**src/ede_pkg.sv**
```systemverilog
// Shared types and constants for the edit distance engine.
// No dependencies; imported by ede_cell and edit_distance_engine_core.
package ede_pkg;

    localparam int MAX_LEN_DEF = 64;
    localparam int SYM_W       = 8;
    localparam int DIST_W      = 7;

    typedef enum logic [1:0] {
        KIND_REF    = 2'd0,
        KIND_QUERY  = 2'd1,
        KIND_FINISH = 2'd2
    } t_kind;

    typedef struct packed {
        t_kind            kind;
        logic [SYM_W-1:0] symbol;
    } t_in_word;

    typedef struct packed {
        logic [DIST_W-1:0] distance;
        logic              overflow;
    } t_out_word;

    // Wavefront control handed from cell to cell
    typedef struct packed {
        logic             query;
        logic             finish;
        logic [SYM_W-1:0] sym;
    } t_wave_ctl;

endpackage

```
**src/ede_cell.sv**
```systemverilog
// One cell of the systolic row: holds one reference symbol and one row entry.
// Depends on ede_pkg for the wavefront control struct.
module ede_cell
    import ede_pkg::*;
#(
    parameter int MAX_LEN = MAX_LEN_DEF,
    parameter int J       = 1,
    localparam int CW     = $clog2(MAX_LEN + 1)
) (
    input  logic             i_clk,
    input  logic             i_rst_n,
    input  logic             i_clear,
    input  logic             i_load,
    input  logic [CW-1:0]    i_ref_len,
    input  logic [SYM_W-1:0] i_ref_sym,
    input  t_wave_ctl        i_ctl,
    input  logic [CW-1:0]    i_left,
    input  logic [CW-1:0]    i_diag,
    input  logic [CW-1:0]    i_result,
    output t_wave_ctl        o_ctl,
    output logic [CW-1:0]    o_left,
    output logic [CW-1:0]    o_diag,
    output logic [CW-1:0]    o_result
);

    localparam logic [CW-1:0] POS      = CW'(J);
    localparam logic [CW-1:0] POS_PREV = CW'(J - 1);

    logic [SYM_W-1:0] r_sym;
    logic [CW-1:0]    r_cost;
    t_wave_ctl        r_ctl;
    logic [CW-1:0]    r_left;
    logic [CW-1:0]    r_diag;
    logic [CW-1:0]    r_result;

    logic [CW-1:0] w_min_a;
    logic [CW-1:0] w_min;
    logic [CW-1:0] n_cost;

    // Compute the new entry from left, diagonal and up
    always_comb begin
        w_min_a = (i_left < r_cost) ? i_left : r_cost;
        w_min   = (i_diag < w_min_a) ? i_diag : w_min_a;
        if (r_sym == i_ctl.sym) begin
            n_cost = i_diag;
        end else begin
            n_cost = w_min + CW'(1);
        end
    end

    // Capture the reference symbol when this cell is the next free slot
    always_ff @(posedge i_clk) begin
        if (i_load && (i_ref_len == POS_PREV)) begin
            r_sym <= i_ref_sym;
        end
    end

    // Hold the row entry; restore it to its column index on reset or clear
    always_ff @(posedge i_clk) begin
        if (!i_rst_n || i_clear) begin
            r_cost <= POS;
        end else if (i_ctl.query) begin
            r_cost <= n_cost;
        end
    end

    // Advance the wavefront to the neighbor
    always_ff @(posedge i_clk) begin
        if (!i_rst_n) begin
            r_ctl <= '0;
        end else begin
            r_ctl <= i_ctl;
        end
    end

    always_ff @(posedge i_clk) begin
        r_left   <= n_cost;
        r_diag   <= r_cost;
        r_result <= (i_ctl.finish && (i_ref_len == POS)) ? r_cost : i_result;
    end

    assign o_ctl    = r_ctl;
    assign o_left   = r_left;
    assign o_diag   = r_diag;
    assign o_result = r_result;

endmodule

```
**config.mk**
```make
export PLATFORM = sky130hd
export DESIGN_NAME = ede_cell
export DESIGN_NICKNAME = d
export VERILOG_FILES = /design/src/ede_pkg.sv /design/src/ede_cell.sv
export SDC_FILE = /design/constraint.sdc
export NUM_CORES = 1
export LEC_CHECK = 0
export BUFFER_PORTS_ARGS = -buffer_cell sky130_fd_sc_hd__buf_4
export CAP_MARGIN = 20
export CORE_UTILIZATION = 50
export DETAILED_ROUTE_END_ITERATION = 12
export GPL_TIMING_DRIVEN = 0
export PLACE_DENSITY = 0.79
export RECOVER_POWER = 50
export REMOVE_ABC_BUFFERS = 1
export SLEW_MARGIN = 20
export SYNTH_ARGS = -nofsm -noshare
export SYNTH_HDL_FRONTEND = slang
export SYNTH_SLANG_ARGS = --single-unit
```
**constraint.sdc**
```tcl
create_clock -name i_clk -period 11.6 [get_ports i_clk]
set_clock_uncertainty 0.05 [all_clocks]
set_input_delay 1.16 -clock i_clk [delete_from_list [all_inputs] [get_ports i_clk]]
set_output_delay 1.16 -clock i_clk [all_outputs]
set_load 0.05 [all_outputs]
```
### Word-level counts from Yosys, hierarchy flattened

Index checks and enable logic that the tools add are counted.

| storage, ports and cells | value |
|---|---|
| register bits | 46 |
| latch bits | 0 |
| memory bits (writable) | 0 |
| memory bits (read-only) | 0 |
| input port bits | 50 |
| output and inout bits | 31 |
| logic and storage cells | 22 |
| memories | 0 |

| operators by class | value |
|---|---|
| $add $sub $neg | 1 |
| multiply operators | 0 |
| div/mod/pow operators | 0 |
| order comparisons | 2 |
| eq/ne operators | 2 |
| shift operators | 0 |
| multiplexer cells | 4 |
| bitwise logic cells | 0 |
| reduce and logical (&&, ||, !) cells | 5 |

Operators by type and width:

| cell | number |
|---|---|
| $mux 7 | 4 |
| $lt 7x7->1 | 2 |
| $eq 8x8->1 | 1 |
| $add 7x1->7 const B | 1 |
| $eq 7x1->1 const B | 1 |
| $logic_not 7->1 | 1 |
| $logic_and 1x1->1 | 2 |
| $logic_not 1->1 | 1 |
| $logic_or 1x1->1 | 1 |

### Logic depth before layout (Yosys ltp)

Gate-level depths: netlist of the first run.

| depth | value |
|---|---|
| word-level depth | 6 |
| depth in mapped cells | 27 |
| mapped depth without buffers | 22 |

### Worst setup path before layout of the first run

No wires, ideal clock.

| path | value |
|---|---|
| path type | input -> register |
| start point | in i_left[6] |
| end point | reg r_cost[6] |
| setup time | 0.132 ns |
| data arrival time | 5.270 ns |
| required time | 11.418 ns |
| setup slack | 6.147 ns |
| stages on the path | 23 |
| path buffers | 4 |
| cell sequence | ha_1 > a21oi_1 > o21ai_0 > a21oi_1 > buf_6 > clkbuf_1 > a21oi_1 > ha_1 > nand4_1 > o41ai_4 > nand2b_1 > buf_6 > nor2_1 > a21oi_1 > ha_1 > clkbuf_1 > and3_1 > nand3_1 > xnor2_1 > mux2i_1 > nand3_1 > mux2i_1 > a211oi_2 |

| on the way | value |
|---|---|
| longest elaborated chain between the ends | 6 |

RTL lines:

| element | line | source |
|---|---|---|
| start, declared | ede_cell.sv:17 | `input logic [CW-1:0] i_left,` |
| $lt 7x7->1 | ede_cell.sv:42 | `w_min_a = (i_left < r_cost) ? i_left : r_cost;` |
| $mux 7 * | ede_cell.sv:42 |  |
| $lt 7x7->1 | ede_cell.sv:43 | `w_min = (i_diag < w_min_a) ? i_diag : w_min_a;` |
| $mux 7 * | ede_cell.sv:43 |  |
| $add 7x1->7 * | ede_cell.sv:47 | `n_cost = w_min + CW'(1);` |
| $mux 7 * | ede_cell.sv:44 | `if (r_sym == i_ctl.sym) begin` |
| end signal, assigned | ede_cell.sv:63 | `r_cost <= n_cost;` |
| end, declared | ede_cell.sv:30 | `logic [CW-1:0] r_cost;` |

Every way passes the cells marked *; elsewhere a longest branch is shown, timed or not.
A chain may end at the register's enable or synchronous reset.

### Worst setup path after layout of the first run

| path | value |
|---|---|
| start point | in i_left[4] |
| end point | reg r_cost[6] |

The elaborated chain is that of the path after synthesis.

==> results of run 1 <==
## report_power, final
part           internal [mW]  switching (mW)  leakage, nW
Combinational         0.0560           0.108        0.885
Clock                 0.0423          0.0554       0.0441
Sequential             0.178         0.00601        0.388
## metal layers
metal  vias up  routed length [um]  share of wire (%)  global-route usage, %
li1       1080                   -                  -                      -
met1       984                2490                 44                  28.99
met2        72                2675                 47                  36.90
met3        18                 341                6.0                  5.767
met4         0                 159                2.8                  11.11
met5         -                   0                  0                      0
## per-stage QoR
stage	cells	hold slack, ns
after floorplan	247	0.3006
after global placement	379	0.3190
after detailed placement	380	0.3232
after CTS	388	0.3359
after global routing	388	0.3489
final	388	0.3339
## layout by cell type (no fill, tap or decap), types with 12 or more instances in the layout
master	n
a21oi_1	20
nand2_1	19
nand3_1	12
buf_4	54
o21ai_0	12
nor2_1	15
inv_1	13
ha_1	12
clkbuf_1	18
dfxtp_1	38
## critical path: stages
cell,delay [ns]
buf_4,0.13
ha_1,0.31
a21oi_1,0.20
o21ai_0,0.15
a21oi_2,0.25
buf_6,0.22
a21oi_1,0.10
ha_1,0.33
nand4_1,0.29
o41ai_4,0.71
nand2b_1,0.45
nor2_1,0.07
a21oi_1,0.13
ha_1,0.37
and3_1,0.24
nand3_1,0.11
xnor2_1,0.14
mux2i_1,0.25
nand3_1,0.11
mux2i_1,0.20
a211oi_2,0.05
## sequential cells by signal, summed over array words and instances (netlist names)
register and cells:
o_ctl 10, r_sym 8, o_result 7, r_cost 7
o_left 7, o_diag 7
## cells by family (layout without fill, tap and decap cells)
kind of cell,after synthesis,after routing,share of synthesized area (%)
xor+xnor,16,16,5.782
buf+inv,24,102,4.388
mux,9,9,4.027
flops,46,46,41.30
simple gates,88,88,19.10
compound gates,63,63,19.21
fa+ha+maj,12,12,6.195
## final timing paths
| path | slack [ns] | cells past startpoint | startpoint | endpoint |
|---|---|---|---|---|
| worst max register to register | 6.14 | 21 | r_cost[2] | r_cost[6] |
| worst min register to register | 0.33 | 0 | r_cost[4] | o_diag[4] |
| worst min-delay path | 0.33 | 0 | r_cost[4] | o_diag[4] |
| worst max-delay path | 5.76 | 21 | i_left[4] | r_cost[6] |
## layout make-up
cell class / count / area share [%]
multi-input cells: 188 / 43.01
clock inverters: 3 / 0.6930
inverters: 13 / 1.590
clock buffers: 5 / 2.242
repair buffers: 81 / 17.73
well taps: 52 / 2.120
flip-flops and latches: 46 / 32.61
==> metrics.txt, run 1 <==
Max Fclk=around 170 MHz; clock sink count=46; Total Routing Usage GR=a little under a quarter; Filler cells=approximately 390; die height=a little over 70 um; status=finished clean; placed inst area=approximately 3000 sq um; initial antenna violation count=0; Commonest cells post-synth=dfxtp_1 (38), a21oi_1 (21), nand2_1 (19); Place WS=5.569 ns; PostCTS Resize Cnt=0; Setup WS post-layout=5.757 ns; Synth area leader=dfxtp_1; pins over their slew limit=0; DRC Markers=0; Final HPWL DP=approximately 4.3 mm; WL final=around 5.7 mm; share of cells above drive strength 1=25.60%; startpoint types=input pin; Pleak=~1.3 nW; Synth Register Bits=46; Area Overhead vs Synth=26.64%; Via-to-Cell Ratio=5.552; CTS Buf Count=5; unrepaired setup endpoints after global routing=false; Max clock buf depth=2; top cell type's share of synthesized area=between 30% and 40%; clock root buffer=clkbuf_8; Worst-path clk slew=around 0.090 ns; cts hold-fix bufs=0; die width=approximately 72 um; FF+latch area=about 1000 sq um; port buffer count=80; row count=24; final period utilization=50.37%; CP Class=in2reg; H-tree depth=2; Syn Inst Count=around 260; vias in the first global route=2,027; setup TNS=0 ns; crit path max fanout=16; Distinct cells, synth=55; Wirelength per Cell=between 10 and 15 um; prevailing post-synth register cell=dfxtp_1; most frequent cell after synthesis=dfxtp_1; first-pass GRT wire length=slightly above 9 mm; Final Setup Violations=0; Final Critical Period=roughly 5.8 ns; die area=roughly 5000 sq um; Post-CTS Setup Inserts=0; WP data arrival=5.97 ns; DR iter-0 viols=146; Hold Violations, Final=0; Synth Cell Area=between 2000 and 2500 sq um; TritonRoute pass-1 iters=4; Worst-Skew Late Latency=about 0.30 ns; Post-synth EDFFs=8; largest net degree at the start of global routing=19; final total power=0.4450 mW; CTS tree=done; async set or reset register ratio after synthesis=0%; Worst setup EP type=flop; RePlAce Congestion=0.8778; slew margin rel.=between 50% and 60%; synthesis warning total=0; Max IR drop VDD=roughly 0.08 mV; multi-input logic area=between 1000 and 1500 sq um; max-cap violation count=0; Seq/Total Area, Yosys=just over 40%; GR Overflow Total=0; PD cells=145.0 nW/um^2; # IOs=between 80 and 90; largest cells by area after synthesis=dfxtp_1 (31%), edfxtp_1 (9.9%), ha_1 (6.2%); core area=4504 sq um; Critical Path RT=around 12 ns; Avg Cell Area, Syn=~9.4 sq um; via count=roughly 2.2k; Final Util=around two thirds; post-layout net count=slightly below 400; Routed Antenna Nets=0; Hold Crit Class=reg2reg; Starting Density=between 50% and 60%; Worst-Margin Slew=just over 0.7 ns; Final Cell Area=about 3000 sq um; antenna cells=0
Note: power is estimated with default switching activity, not from simulation.
==> inputs of run 2 (changes only) <==
--- a/config.mk
+++ b/config.mk
@@ -5,12 +5,13 @@
 export SDC_FILE = /design/constraint.sdc
 export NUM_CORES = 1
 export LEC_CHECK = 0
+export ABC_AREA = 1
 export BUFFER_PORTS_ARGS = -buffer_cell sky130_fd_sc_hd__buf_4
 export CAP_MARGIN = 20
-export CORE_UTILIZATION = 50
+export CORE_UTILIZATION = 44
 export DETAILED_ROUTE_END_ITERATION = 12
 export GPL_TIMING_DRIVEN = 0
-export PLACE_DENSITY = 0.79
+export PLACE_DENSITY = 0.75
 export RECOVER_POWER = 50
 export REMOVE_ABC_BUFFERS = 1
 export SLEW_MARGIN = 20
==> constraint.sdc (replaced) <==
create_clock -name i_clk -period 5.3 [get_ports i_clk]
set_clock_uncertainty 0.05 [all_clocks]
set_input_delay 0.53 -clock i_clk [delete_from_list [all_inputs] [get_ports i_clk]]
set_output_delay 0.53 -clock i_clk [all_outputs]
set_load 0.05 [all_outputs]
==> run 2 against run 1 <==
  * Global-route usage shrank 3.6 points
  * Combinational power grew 120%
  * Flip-flop and latch count is the same
  * Cell count grew 11%
  * Hold slack lost 0.030 ns
  * Largest cell class unchanged
  * Utilization shrank 7.6 points
  * Clock-buffer cell count grew 1
  * Largest power group unchanged
  * Highest routed layer unchanged
  * Setup slack lost 4.3 ns
  * Synthesized cell count grew 7.4%
==> metrics.txt, run 2 <==
die height=72.91 um (was 71.62 um); final period utilization=72.81%; core area=4786 sq um (was 4504 sq um); crit path max fanout=12 (was 16); slowest CP cell=a211oi_4 (was o41ai_4); cell total after placement=421 (was 380); Worst-path clk slew=0.08 ns (was 0.09 ns); Reg2Reg Setup Slack=1.44 ns (was 6.14 ns); pins over their slew limit=0 (unchanged); Routed Antenna Nets=0 (unchanged); WL final=4.769 mm (was 5.666 mm); die area=5315 sq um (was 5129 sq um); Starting Density=46.22% (was 53.81%); Total Routing Usage GR=19.39% (was 23.00%); Comb pwr share=37.3% (was 36.8%); Int Pwr=0.5889 mW (was 0.2759 mW); Seq/Total Area, Yosys=45.25% (was 41.30%); Worst-Margin Slew=0.6308 ns (was 0.7091 ns); Wirelength per Cell=11.12 um (was 14.60 um); placed inst area=2884 sq um (was 3047 sq um); most common cell after layout, fill and taps aside=nand2_1 (was buf_4); H-tree depth=2 (unchanged); largest cells by area after synthesis=dfxtp_1 (34%), nand2_1 (12%), edfxtp_1 (11%) (was dfxtp_1 (31%), edfxtp_1 (9.9%), ha_1 (6.2%)); Syn Inst Count=277 (was 258); Commonest cells post-synth=nand2_1 (73), inv_1 (46), dfxtp_1 (38) (was dfxtp_1 (38), a21oi_1 (21), nand2_1 (19)); share of cells above drive strength 1=25.14% (was 25.60%); NetSw=0.3664 mW (was 0.1692 mW); die width=72.91 um (was 71.62 um); Post-CTS Setup Inserts=0 (unchanged); switching part of the total=38.35% (was 38.01%); async set or reset register ratio after synthesis=0% (unchanged); initial antenna violation count=0 (unchanged); Via-to-Cell Ratio=4.576 (was 5.552); Synth area leader=dfxtp_1 (unchanged); TritonRoute pass-1 iters=4 (unchanged); CP cell instances=inv_1 -> ha_1 -> a21oi_1 -> nand2_1 -> nand2_1 -> nand2_2 -> o21ai_0 -> inv_1 -> ha_1 -> a21oi_1 -> nor2_1 -> a211oi_4 -> nand3_1 -> nand2_2 -> ha_1 -> nand3_2 -> nor2_2 -> nand3_1 -> nand3_1 -> nand3_1 -> nand2_1 -> inv_1 (was buf_4 -> ha_1 -> a21oi_1 -> o21ai_0 -> a21oi_2 -> buf_6 -> a21oi_1 -> ha_1 -> nand4_1 -> o41ai_4 -> nand2b_1 -> nor2_1 -> a21oi_1 -> ha_1 -> and3_1 -> nand3_1 -> xnor2_1 -> mux2i_1 -> nand3_1 -> mux2i_1 -> a211oi_2); Area Overhead vs Synth=31.00% (was 26.64%); Post-Synth Adder-Cell Area=6.787% (was 6.195%); WP data arrival=4.01 ns (was 5.97 ns); unrepaired setup endpoints after global routing=false (unchanged); status=finished clean (unchanged); port buffer count=80 (unchanged); clock sink count=46 (unchanged); Synth Area in XOR/XNOR=3.167% (was 5.782%); startpoint types=flop (was input pin); post-layout net count=423 (was 397); Max IR drop VDD=0.1359 mV (was 0.08020 mV); Critical Path RT=5.45 ns (was 11.73 ns); Largest register FFs=10 (unchanged); top cell type's share of synthesized area=34.39% (was 31.39%); setup TNS=0 ns (unchanged); commonest non-fill, non-tap cells in the layout=nand2_1 (73), buf_4 (54), inv_1 (46) (was buf_4 (54), dfxtp_1 (38), a21oi_1 (20)); Final Critical Period=a little under 4 ns; max-cap violation count=0 (unchanged); Hold Violations, Final=0 (unchanged); Synth Register Bits=46 (unchanged); Top Family by Delay on Critical Path=simple AND/OR/NAND/NOR gates (was compound AO/OA/AOI/OAI gates); synthesis warning total=0 (unchanged); PD cells=329.7 nW/um^2 (was 145.0 nW/um^2); CTS tree=done (unchanged); PostCTS Resize Cnt=0 (unchanged); Max Fclk=259.2 MHz; antenna cells=0 (unchanged); final hold slack=0.3041 ns (was 0.3339 ns); Worst setup EP type=flop (unchanged); launch point of the worst path=r_cost[2] (was i_left[4]); RePlAce Congestion=0.7689 (was 0.8778); largest net degree at the start of global routing=15 (was 19); Clk network pwr share=20.8% (was 22.0%); Buf+Inv Stages, Crit Path=3 (was 2); GR Overflow Total=0 (unchanged); Place WS=1.202 ns (was 5.569 ns); final std cells w/o fill=429 (was 388); clock root buffer=clkbuf_8 (unchanged); prevailing post-synth register cell=dfxtp_1 (unchanged); Max clock buf depth=2 (unchanged); Slowest Stage Delay on Critical Path=0.44 ns (was 0.71 ns); Hold Crit Class=reg2reg (unchanged); Final Setup Violations=0 (unchanged); Seq pwr share=41.9% (was 41.2%); vias in the first global route=1,717 (was 2,027); Final HPWL DP=3.887 mm (was 4.346 mm); first-pass GRT wire length=7.631 mm (was 9.135 mm); complex-gate fraction of the synthesized area=9.842% (was 19.20%); Synth Cell Area=2212 sq um (was 2424 sq um); Top cell by count, worst path=nand3_1; main combinational cell family by area after synthesis=simple AND/OR/NAND/NOR gates (was compound AO/OA/AOI/OAI gates); final total power=0.9553 mW (was 0.4450 mW); CTS Buf Count=5 (unchanged); slew margin rel.=58.12% (was 52.63%); row count=25 (was 24); HP Start=r_cost[6] (was r_cost[4]); CP Class=reg2reg (was in2reg); mux contribution to synthesized area=0% (was 4.027%); Setup WS post-layout=1.441 ns (was 5.757 ns); Pleak=1.514 nW (was 1.316 nW); Worst-Skew Late Latency=0.30 ns (about the same); cts hold-fix bufs=0 (unchanged); # IOs=81 (unchanged); FF-to-FF Start=r_cost[2] (unchanged); DR iter-0 viols=99 (was 146); via count=1,963 (was 2,154); Final Cell Area=2898 sq um (was 3069 sq um); most frequent cell after synthesis=nand2_1 (was dfxtp_1); DRC Markers=0 (unchanged); Avg Cell Area, Syn=7.986 sq um (was 9.394 sq um); Final Util=60.55% (was 68.14%); Post-synth EDFFs=8 (unchanged); Distinct cells, synth=29 (was 55); simple-gate area share of the yosys netlist=25.57% (was 19.10%)
## run 2: cell count changes in the layout (fill, tap and decap cells not counted), sizes merged, moves of 7 or more
cell / delta
inv: +39
xnor2: -8
nand3: +11
nand2: +64
and3: -7
and2: -11
a21oi: -11
## run 2: path summary, 6_finish.rpt
path | depth (start not counted) | to
worst max-delay path | 22 | r_cost[6]
worst min-delay path | 0 | o_diag[6]
worst max register to register | 22 | r_cost[6]
worst min register to register | 0 | o_diag[6]
## run 2: cell families (layout without fill, tap and decap cells)
family / Yosys count / count (layout)
AND/OR/NAND/NOR: 121 / 121
buffers and inverters: 55 / 140
flip-flops: 46 / 46
AO/OA/AOI/OAI: 35 / 35
adder cells (fa/ha/maj): 12 / 12
XOR/XNOR: 8 / 8
## run 2: cell type report
type / count / area [sq um]
tap: 67 / 83.83
sequential: 46 / 1001
inverter: 52 / 195.2
timing repair buffer: 80 / 533.0
multi-input combinational: 176 / 1003
clock inverter: 2 / 8.758
fill: 465 / 1888
clock buffer: 6 / 72.57
## run 2: power by group through the flow
stage	combinational [mW]	sequential [mW]	clock, mW
2_1_floorplan	0.152	0.517	0
3_3_place_gp	0.369	0.408	0
3_5_place_dp	0.375	0.409	0
4_1_cts	0.377	0.400	0.203
5_1_grt	0.392	0.402	0.219
6_report	0.356	0.400	0.199
## run 2: per-layer routing
layer / track usage (%) / share of wire, %
met1: 23.67 / 43
met2: 32.09 / 48
met3: 4.420 / 5.5
met4: 9.804 / 2.9
met5: 0 / 0
## run 2: worst reg2reg max path, stage by stage, from the launching register on
cell and delay (ns):
dfxtp_1 0.36, inv_1 0.10, ha_1 0.29, a21oi_1 0.13, nand2_1 0.07, nand2_1 0.10, nand2_2 0.15, o21ai_0 0.35
inv_1 0.12, ha_1 0.30, a21oi_1 0.13, nor2_1 0.08, a211oi_4 0.44, nand3_1 0.16, nand2_2 0.13, ha_1 0.18
nand3_2 0.13, nor2_2 0.14, nand3_1 0.07, nand3_1 0.11, nand3_1 0.08, nand2_1 0.06, inv_1 0.03
==> inputs of run 3 (changes only) <==
--- a/config.mk
+++ b/config.mk
@@ -5,10 +5,10 @@
 export SDC_FILE = /design/constraint.sdc
 export NUM_CORES = 1
 export LEC_CHECK = 0
-export ABC_AREA = 1
+export ABC_AREA = 0
 export BUFFER_PORTS_ARGS = -buffer_cell sky130_fd_sc_hd__buf_4
 export CAP_MARGIN = 20
-export CORE_UTILIZATION = 44
+export CORE_UTILIZATION = 45
 export DETAILED_ROUTE_END_ITERATION = 12
 export GPL_TIMING_DRIVEN = 0
 export PLACE_DENSITY = 0.75
==> constraint.sdc (replaced) <==
create_clock -name i_clk -period 3.2 [get_ports i_clk]
set_clock_uncertainty 0.05 [all_clocks]
set_input_delay 0.32 -clock i_clk [delete_from_list [all_inputs] [get_ports i_clk]]
set_output_delay 0.32 -clock i_clk [all_outputs]
set_load 0.05 [all_outputs]
==> run 3 against run 2 <==
  * Maximum frequency down 9.2%
  * Sequential power up 66%
  * Clock power up 82%
  * Setup slack worse by 2.5 ns
  * Register-to-register slack worse by 2.5 ns
  * Flip-flop and latch count unchanged
  * Wire length up 70%
  * Global-route usage up 7.0 points
  * The run now ends with negative setup slack left
  * Power up 96%
  * First-iteration DRC count up 57%
  * Largest power group is now combinational cells
==> metrics.txt, run 3 (same netlist as run 1, synthesis figures left out) <==
Hold EP=r_sym[6] (was o_diag[6]); Pleak=1.599 nW (was 1.514 nW); pins over their slew limit=0 (unchanged); Final Util=73.22% (was 60.55%); row count=26 (was 25); largest net degree at the start of global routing=19 (was 15); status=complete, but fails checks (was finished clean); PD cells=498.7 nW/um^2 (was 329.7 nW/um^2); WHS Path Cells=1 (was 0); share of cells above drive strength 1=49.86% (was 25.14%); Final HPWL DP=4.410 mm (was 3.887 mm); Largest register FFs=10 (unchanged); HP Start=i_ref_sym[6] (was r_cost[6]); CTS Buf Count=5 (unchanged); FF-to-FF Start=r_cost[6] (was r_cost[2]); unrepaired setup endpoints after global routing=true (was false); Setup WS post-layout=-1.050 ns (was 1.441 ns); Max IR drop VDD=0.2796 mV (was 0.1359 mV); clock sink count=46 (unchanged); violated checks=negative setup slack; core area=5140 sq um (was 4786 sq um); final hold slack=0.1518 ns (was 0.3041 ns); Worst-Margin Slew=0.7494 ns (was 0.6308 ns); via count=2,512 (was 1,963); Max Fclk=235.3 MHz (was 259.2 MHz); Slowest Stage Delay on Critical Path=0.38 ns (was 0.44 ns); die width=75.39 um (was 72.91 um); Worst-Skew Late Latency=0.31 ns (was 0.30 ns); # IOs=81 (unchanged); Worst-path clk slew=0.09 ns (was 0.08 ns); Hold Crit Class=in2reg (was reg2reg); die height=75.39 um (was 72.91 um); final period utilization=132.8% (was 72.81%); Area Overhead vs Synth=55.29% (was 31.00%); max-cap violation count=0 (unchanged); clock root buffer=clkbuf_8 (unchanged); WL final=8.110 mm (was 4.769 mm); CP cell instances=inv_4 -> ha_4 -> nand2_4 -> o21ai_4 -> a21oi_4 -> buf_6 -> nor2_2 -> a21oi_2 -> ha_1 -> nand4_1 -> buf_6 -> o41ai_4 -> nand2b_4 -> nor2_4 -> a21oi_2 -> ha_2 -> and3_4 -> nand3_4 -> xnor2_2 -> mux2i_2 -> nand3_1 -> mux2i_1 -> a211oi_2 (was inv_1 -> ha_1 -> a21oi_1 -> nand2_1 -> nand2_1 -> nand2_2 -> o21ai_0 -> inv_1 -> ha_1 -> a21oi_1 -> nor2_1 -> a211oi_4 -> nand3_1 -> nand2_2 -> ha_1 -> nand3_2 -> nor2_2 -> nand3_1 -> nand3_1 -> nand3_1 -> nand2_1 -> inv_1); antenna cells=0 (unchanged); startpoint types=flop (unchanged); slowest CP cell=dfxtp_4 (was a211oi_4); slew margin rel.=49.94% (was 58.12%); WP data arrival=4.39 ns (was 4.01 ns); most common cell after layout, fill and taps aside=buf_4 (was nand2_1); post-layout net count=428 (was 423); final std cells w/o fill=437 (was 429); Max clock buf depth=2 (unchanged); Starting Density=47.15% (was 46.22%); crit path max fanout=5 (was 12); Final Setup Violations=13 (was 0); die area=5683 sq um (was 5315 sq um); commonest non-fill, non-tap cells in the layout=buf_4 (99), dfxtp_1 (33), nand2_1 (17) (was nand2_1 (73), buf_4 (54), inv_1 (46)); Routed Antenna Nets=0 (unchanged); CTS tree=done (unchanged); Met3 Wirelength=674 um (was 260 um); Wirelength per Cell=18.56 um (was 11.12 um); Reg2Reg Setup Slack=-1.05 ns (was 1.44 ns); Via-to-Cell Ratio=5.748 (was 4.576); port buffer count=80 (unchanged); DR iter-0 viols=155 (was 99); Hold Violations, Final=0 (unchanged); cell total after placement=398 (was 421); Final Critical Period=4.250 ns (was 3.859 ns); DRC Markers=0 (unchanged); met1 wire length=2.989 mm (was 2.066 mm); Filler cells=355 (was 465); GR Overflow Total=0 (unchanged); vias in the first global route=2,385 (was 1,717); Max Used Layer=met4 (unchanged); H-tree depth=2 (unchanged); Total Routing Usage GR=26.39% (was 19.39%); initial antenna violation count=0 (unchanged); setup TNS=-7.445 ns (was 0 ns); RePlAce Congestion=0.8835 (was 0.7689); TritonRoute pass-1 iters=4 (unchanged); Worst setup EP type=flop (unchanged); Critical Path RT=3.33 ns (was 5.45 ns); Routed met2 length=4.029 mm (was 2.302 mm); worst reg2reg path endpoint=r_cost[6] (unchanged); reg2reg path depth=23 (was 22); CP Class=reg2reg (unchanged); first-pass GRT wire length=10.96 mm (was 7.631 mm)
==> run 3: repair_timing <==
action                                  in CTS  in global routing
gates resized for setup                     48                 35
endpoints found under the setup margin      14                 13
cloned                                       0                  1
pin swaps                                   17                 23
hold buffers                                 0                  0
buffers inserted                            22                  8
==> run 3: metal layers <==
metal	vias up	GRT usage, %
met5	-	0
met4	0	15.64
met3	44	7.672
met2	159	43.65
met1	1163	30.35
li1	1146	-
==> run 3: how the worst max path moves through the flow <==
stage	cells past startpoint	startpoint	endpoint
2_1_floorplan	19	r_cost[2]	o_left[6]
3_3_place_gp	19	r_cost[2]	o_left[6]
3_5_place_dp	21	r_cost[2]	r_cost[6]
4_1_cts	23	r_cost[2]	r_cost[6]
5_1_grt	23	r_cost[3]	r_cost[6]
6_report	23	r_cost[6]	r_cost[6]
==> run 3: area by class of cell <==
| type | instances | area [sq um] | area share (%) |
|---|---|---|---|
| Clock inverter | 3 | 21.27 | 0.5652 |
| Clock buffer | 5 | 68.82 | 1.828 |
| Inverter | 13 | 58.81 | 1.562 |
| Sequential cell | 46 | 1015 | 26.96 |
| Multi-Input combinational cell | 188 | 1667 | 44.28 |
| Timing Repair Buffer | 112 | 845.8 | 22.47 |
| Tap cell | 70 | 87.58 | 2.327 |
==> run 3: worst max-delay path, delay by kind of cell, from the launching register on <==
kind	cells	cell delay (ns)
AO/OA/AOI/OAI	6	0.86
XOR/XNOR	1	0.14
AND/OR/NAND/NOR	8	1.02
flip-flops	1	0.38
adder cells (fa/ha/maj)	3	0.89
buffers and inverters	3	0.36
multiplexers	2	0.40
==> run 3: metrics by stage <==
step / area, sq um / power, mW / setup WS, ns
after global placement: 3054 / 1.272 / -3.010
after detailed placement: 3069 / 1.285 / -2.192
final: 3764 / 1.877 / -1.050
after CTS: 3525 / 1.746 / -0.7062
after global routing: 3764 / 1.947 / -1.172
after floorplan: 2366 / 1.086 / -1.931
==> run 3: power breakdown <==
| group | internal (mW) | switching [mW] | total, mW |
|---|---|---|---|
| clock network | 0.154 | 0.209 | 0.362 |
| registers | 0.643 | 0.0213 | 0.665 |
| logic | 0.349 | 0.501 | 0.850 |
| total | 1.15 | 0.731 | 1.88 |
